$ cat config.mk
export PLATFORM = sky130hd
export DESIGN_NAME = tgab_ram
export DESIGN_NICKNAME = d
export VERILOG_FILES = /design/src/sv/tgab_ram.sv
export SDC_FILE = /design/constraint.sdc
export NUM_CORES = 2
export LEC_CHECK = 0
export BUFFER_PORTS_ARGS = -buffer_cell sky130_fd_sc_hd__clkbuf_2
export CORE_ASPECT_RATIO = 1.4
export CORE_MARGIN = 2
export CORE_UTILIZATION = 57
export CTS_CLUSTER_SIZE = 40
export DETAILED_ROUTE_END_ITERATION = 7
export PLACE_DENSITY = 0.76
export SLEW_MARGIN = 0
export SYNTH_ARGS = -nofsm -noshare
export SYNTH_HDL_FRONTEND = slang
export SYNTH_SLANG_ARGS = --single-unit
$ cat constraint.sdc
create_clock -name clock -period 2.1 [get_ports clock]
set_input_delay 0.21 -clock clock [delete_from_list [all_inputs] [get_ports clock]]
set_output_delay 0.21 -clock clock [all_outputs]
set_load 0.01 [all_outputs]
$ cat src/sv/tgab_ram.sv
// ----------------------------------------------------------------------------
// Tanner graph adjacency builder RAM
// Simple dual-port synchronous RAM with one write port and a registered read.
// ----------------------------------------------------------------------------
module tgab_ram #(
   parameter int WIDTH = 8,
   parameter int DEPTH = 256,
   parameter int AW    = $clog2(DEPTH)
) (
   input  logic             clock,
   input  logic             we,
   input  logic [AW-1:0]    waddr,
   input  logic [WIDTH-1:0] wdata,
   input  logic [AW-1:0]    raddr,
   output logic [WIDTH-1:0] rdata
);

   logic [WIDTH-1:0] mem [DEPTH];
   logic [WIDTH-1:0] rdata_ff;

   always_ff @(posedge clock) begin
      if (we) begin
         mem[waddr] <= wdata;
      end
      rdata_ff <= mem[raddr];
   end

   assign rdata = rdata_ff;

endmodule

==> results.toml <==
[sta]
setup_viol = 5
worst_pin_slew_ps = 966.8
rsz0062_at_grt = "true"
slew_violations = 0
fin_crit_ps = 2293
fin_skew_ps = 30.15
period_share = 1.092
max_freq_mhz = 436.1
fin_ws_ps = -192.8
maxSlewHeadroom = 0.3531
final-hold-violation-count = 0

[logic_synthesis]
syn_area_per_cell_um2 = 21.31
ys_seq_elements = 2056
synth_top_area_frac = 0.7730
ys.flop_type = "edfxtp_1"
synthesis.nets = 3759
synth_edf_count = 2048
synth_top_cell_by_area = "edfxtp_1"
synth_area_um2 = 79560
ys_seq_area_frac = 0.7750
netlist_top_cells_area = "edfxtp_1, mux4_2, mux2i_1, nor2_1, a22oi_1"
yosys_warnings = 0
synth_cells = 3733
async_flop_share = 0
synth.distinct_cells = 55

[die]
design.portCount = 34
coreArea_um2 = 138800
initial_core_util = 0.5730
die_y_um = 446.0
die_w_um = 319.7
rows = 162
die_area_um2 = 142600

[setup_path]
crit_chain = "mux4_2, a22o_1, a221oi_2, o221ai_2, a211oi_2, buf_4, nor4_2"
critPathSlowestCell = "mux4_2"
arrival_ps = 3020
cp-start-kind = "flop"
crit_required_ps = 2830
cp_max_fo = 1
slowest_delay_ps = 480
critPathCaptureType = "flop"
worstSetupPathType = "reg -> reg"

[clocking]
clkLatencyLatePin_ps = 830
cts_root_buffer = "clkbuf_16"
cts_inserted_buffers = 175
cts.sinks = 2056
path_clk_slew_ps = 60
clock_path_buffers = 3
cts_tree = "built"
htree_levels = 4

[final_layout]
instances_no_fill = 6386
fin_util = 0.6731
fin_nets = 4463
final_cell_area_um2 = 93450
area_growth_pct = 17.47
drive_above_1_share = 0.3394

[power]
max-vdd-ir-drop_uv = 703.8
p_switching_mw = 17.57
power_frac_seq = 0.551
leakage_nw = 30.34
p_int_mw = 64.68
p_clk_frac = 0.389
power_mw = 82.25
p_comb_frac = 0.060
cellPowerDensity_nw_per_um2 = 880.1
switching_share = 0.2136

[status]
outcome = "finished with violations"
violations = "negative setup slack"

[routing]
drc = 0
wl_met3_um = 20360
routed.top_layer = "met5"
routed_wl_um = 204900
wire_per_inst_um = 32.08
wl_met2_um = 103700
antenna_left = 0
m1WireLength_um = 66860
vias = 42550
via_per_inst = 6.663
drtIter0Drc = 5394
drt_pass1_iterations = 8

[placed_design]
dp_slack_ps = -1426
dpl_cell_area_um2 = 87180
place_congestion = 0.9394
numPortBuffers = 33
dp_cells = 6065
place_hpwl_um = 130600

[global_routing]
antenna_found_initial = 9
grt_max_degree = 109
overflow = 0
grt_pass1_wl_um = 297500
grt_pass1_vias = 43540
grt_usage = 0.2917

[hold_path]
hold_class = "in -> reg"

[run]
maxCapViolCount = 0
-- path summary, 6_finish.rpt --
check	startpoint	endpoint	slack, ps	cells past startpoint
worst max register to register	mem[26][3]$_DFFE_PP_	rdata[3]$_DFF_P_	-190	7
worst min-delay path	wdata[4]	mem[163][4]$_DFFE_PP_	20	1
worst min register to register	mem[55][4]$_DFFE_PP_	rdata[4]$_DFF_P_	1110	7
worst max-delay path	mem[26][3]$_DFFE_PP_	rdata[3]$_DFF_P_	-190	7
-- cell usage in the layout, fill, tap and decap left out, types with 10 or more instances in the layout --
cell and count:
o22ai_1 28, nand4_1 10, a22oi_2 11, bufinv_16 14
clkinv_1 42, buf_4 632, o221ai_1 44, o211ai_1 10
edfxtp_1 2048, nor2_1 276, nand2_1 33, a21oi_1 90
buf_12 84, a22oi_1 122, clkbuf_1 27, mux4_2 454
nor4_4 11, mux2i_1 134, clkinv_2 35, nor2b_1 23
nand3_1 33, clkbuf_16 180, nor3_1 12, nor4_2 14
clkbuf_2 21
-- per-layer routing --
layer	track usage	vias to the layer above
li1	-	17070
met1	0.3529	21930
met2	0.4927	2857
met3	0.05953	679
met4	0.1657	10
met5	0	-
-- stage by stage --
stage	hold WS, ps	setup TNS [ps]
finish	22.94	-587.4
global route	35.62	-768.3
CTS	20.30	-620.5
detailed placement	625.4	-19340
global placement	622.2	-17740
floorplan	308.9	0
-- timing repair --
item	in CTS	in global routing
setup buffers	0	0
setup endpoints to repair	8	8
endpoints found under the hold margin	253	0
resized for setup	80	34
pin swaps	29	28
hold buffers	7	0
-- synthesized netlist by cell type (3+ instances only) --
cell type and count:
a211oi_1 16, a21oi_1 96, a221oi_1 13, a22o_1 8, a22oi_1 133, and2_1 6, buf_1 22, buf_12 8
buf_2 31, buf_4 27, buf_6 21, buf_8 13, clkbuf_1 111, dfxtp_1 8, edfxtp_1 2048, mux2i_1 134
mux4_2 454, nand2_1 33, nand2b_1 8, nand3_1 34, nand4_1 10, nor2_1 282, nor2b_1 31, nor3_1 22
nor4_1 24, nor4_2 3, o211ai_1 10, o21ai_0 10, o221ai_1 46, o22a_1 5, o22ai_1 28, o32ai_1 4
or2_2 4
-- state kept, by name (all words and copies together), names as in the netlist --
register  flops
mem        2048
rdata         8
-- critical path: cells and delay by family (launching register included) --
family,cells,cell delay (ps)
flip-flops,1,380
buffers and inverters,1,240
AND/OR/NAND/NOR,1,50
multiplexers,1,480
AO/OA/AOI/OAI,4,1040
-- cell families (layout without fill, tap and decap cells) --
logic type	after synthesis	after routing	synth area share
other	0	3	0
AOI/OAI and AO/OA	385	385	0.03419
muxes	591	591	0.1462
buffers and inverters	235	1081	0.01831
DFF	2056	2056	0.7750
and+or+nand+nor	466	466	0.02628
-- final cells by class --
cell class | instances | area [µm²]
Antenna cell | 3 | 7.507
Clock buffer | 207 | 4606
Clock inverter | 112 | 993.5
Fill cell | 8114 | 45390
Inverter | 2 | 7.507
Multi-Input combinational cell | 1442 | 17120
Sequential cell | 2056 | 61660
Tap cell | 1804 | 2257
Timing Repair Buffer | 760 | 6803
-- power by group through the flow --
stage               Combinational (mW)  Clock, mW  Sequential (mW)
finish                            4.96       32.0             45.3
global route                      5.14       33.6             45.3
CTS                               4.85       32.1             45.3
detailed placement                4.67          0             46.2
global placement                  4.58          0             46.2
floorplan                         2.21          0             46.2
(Power assumes the default switching activity.)
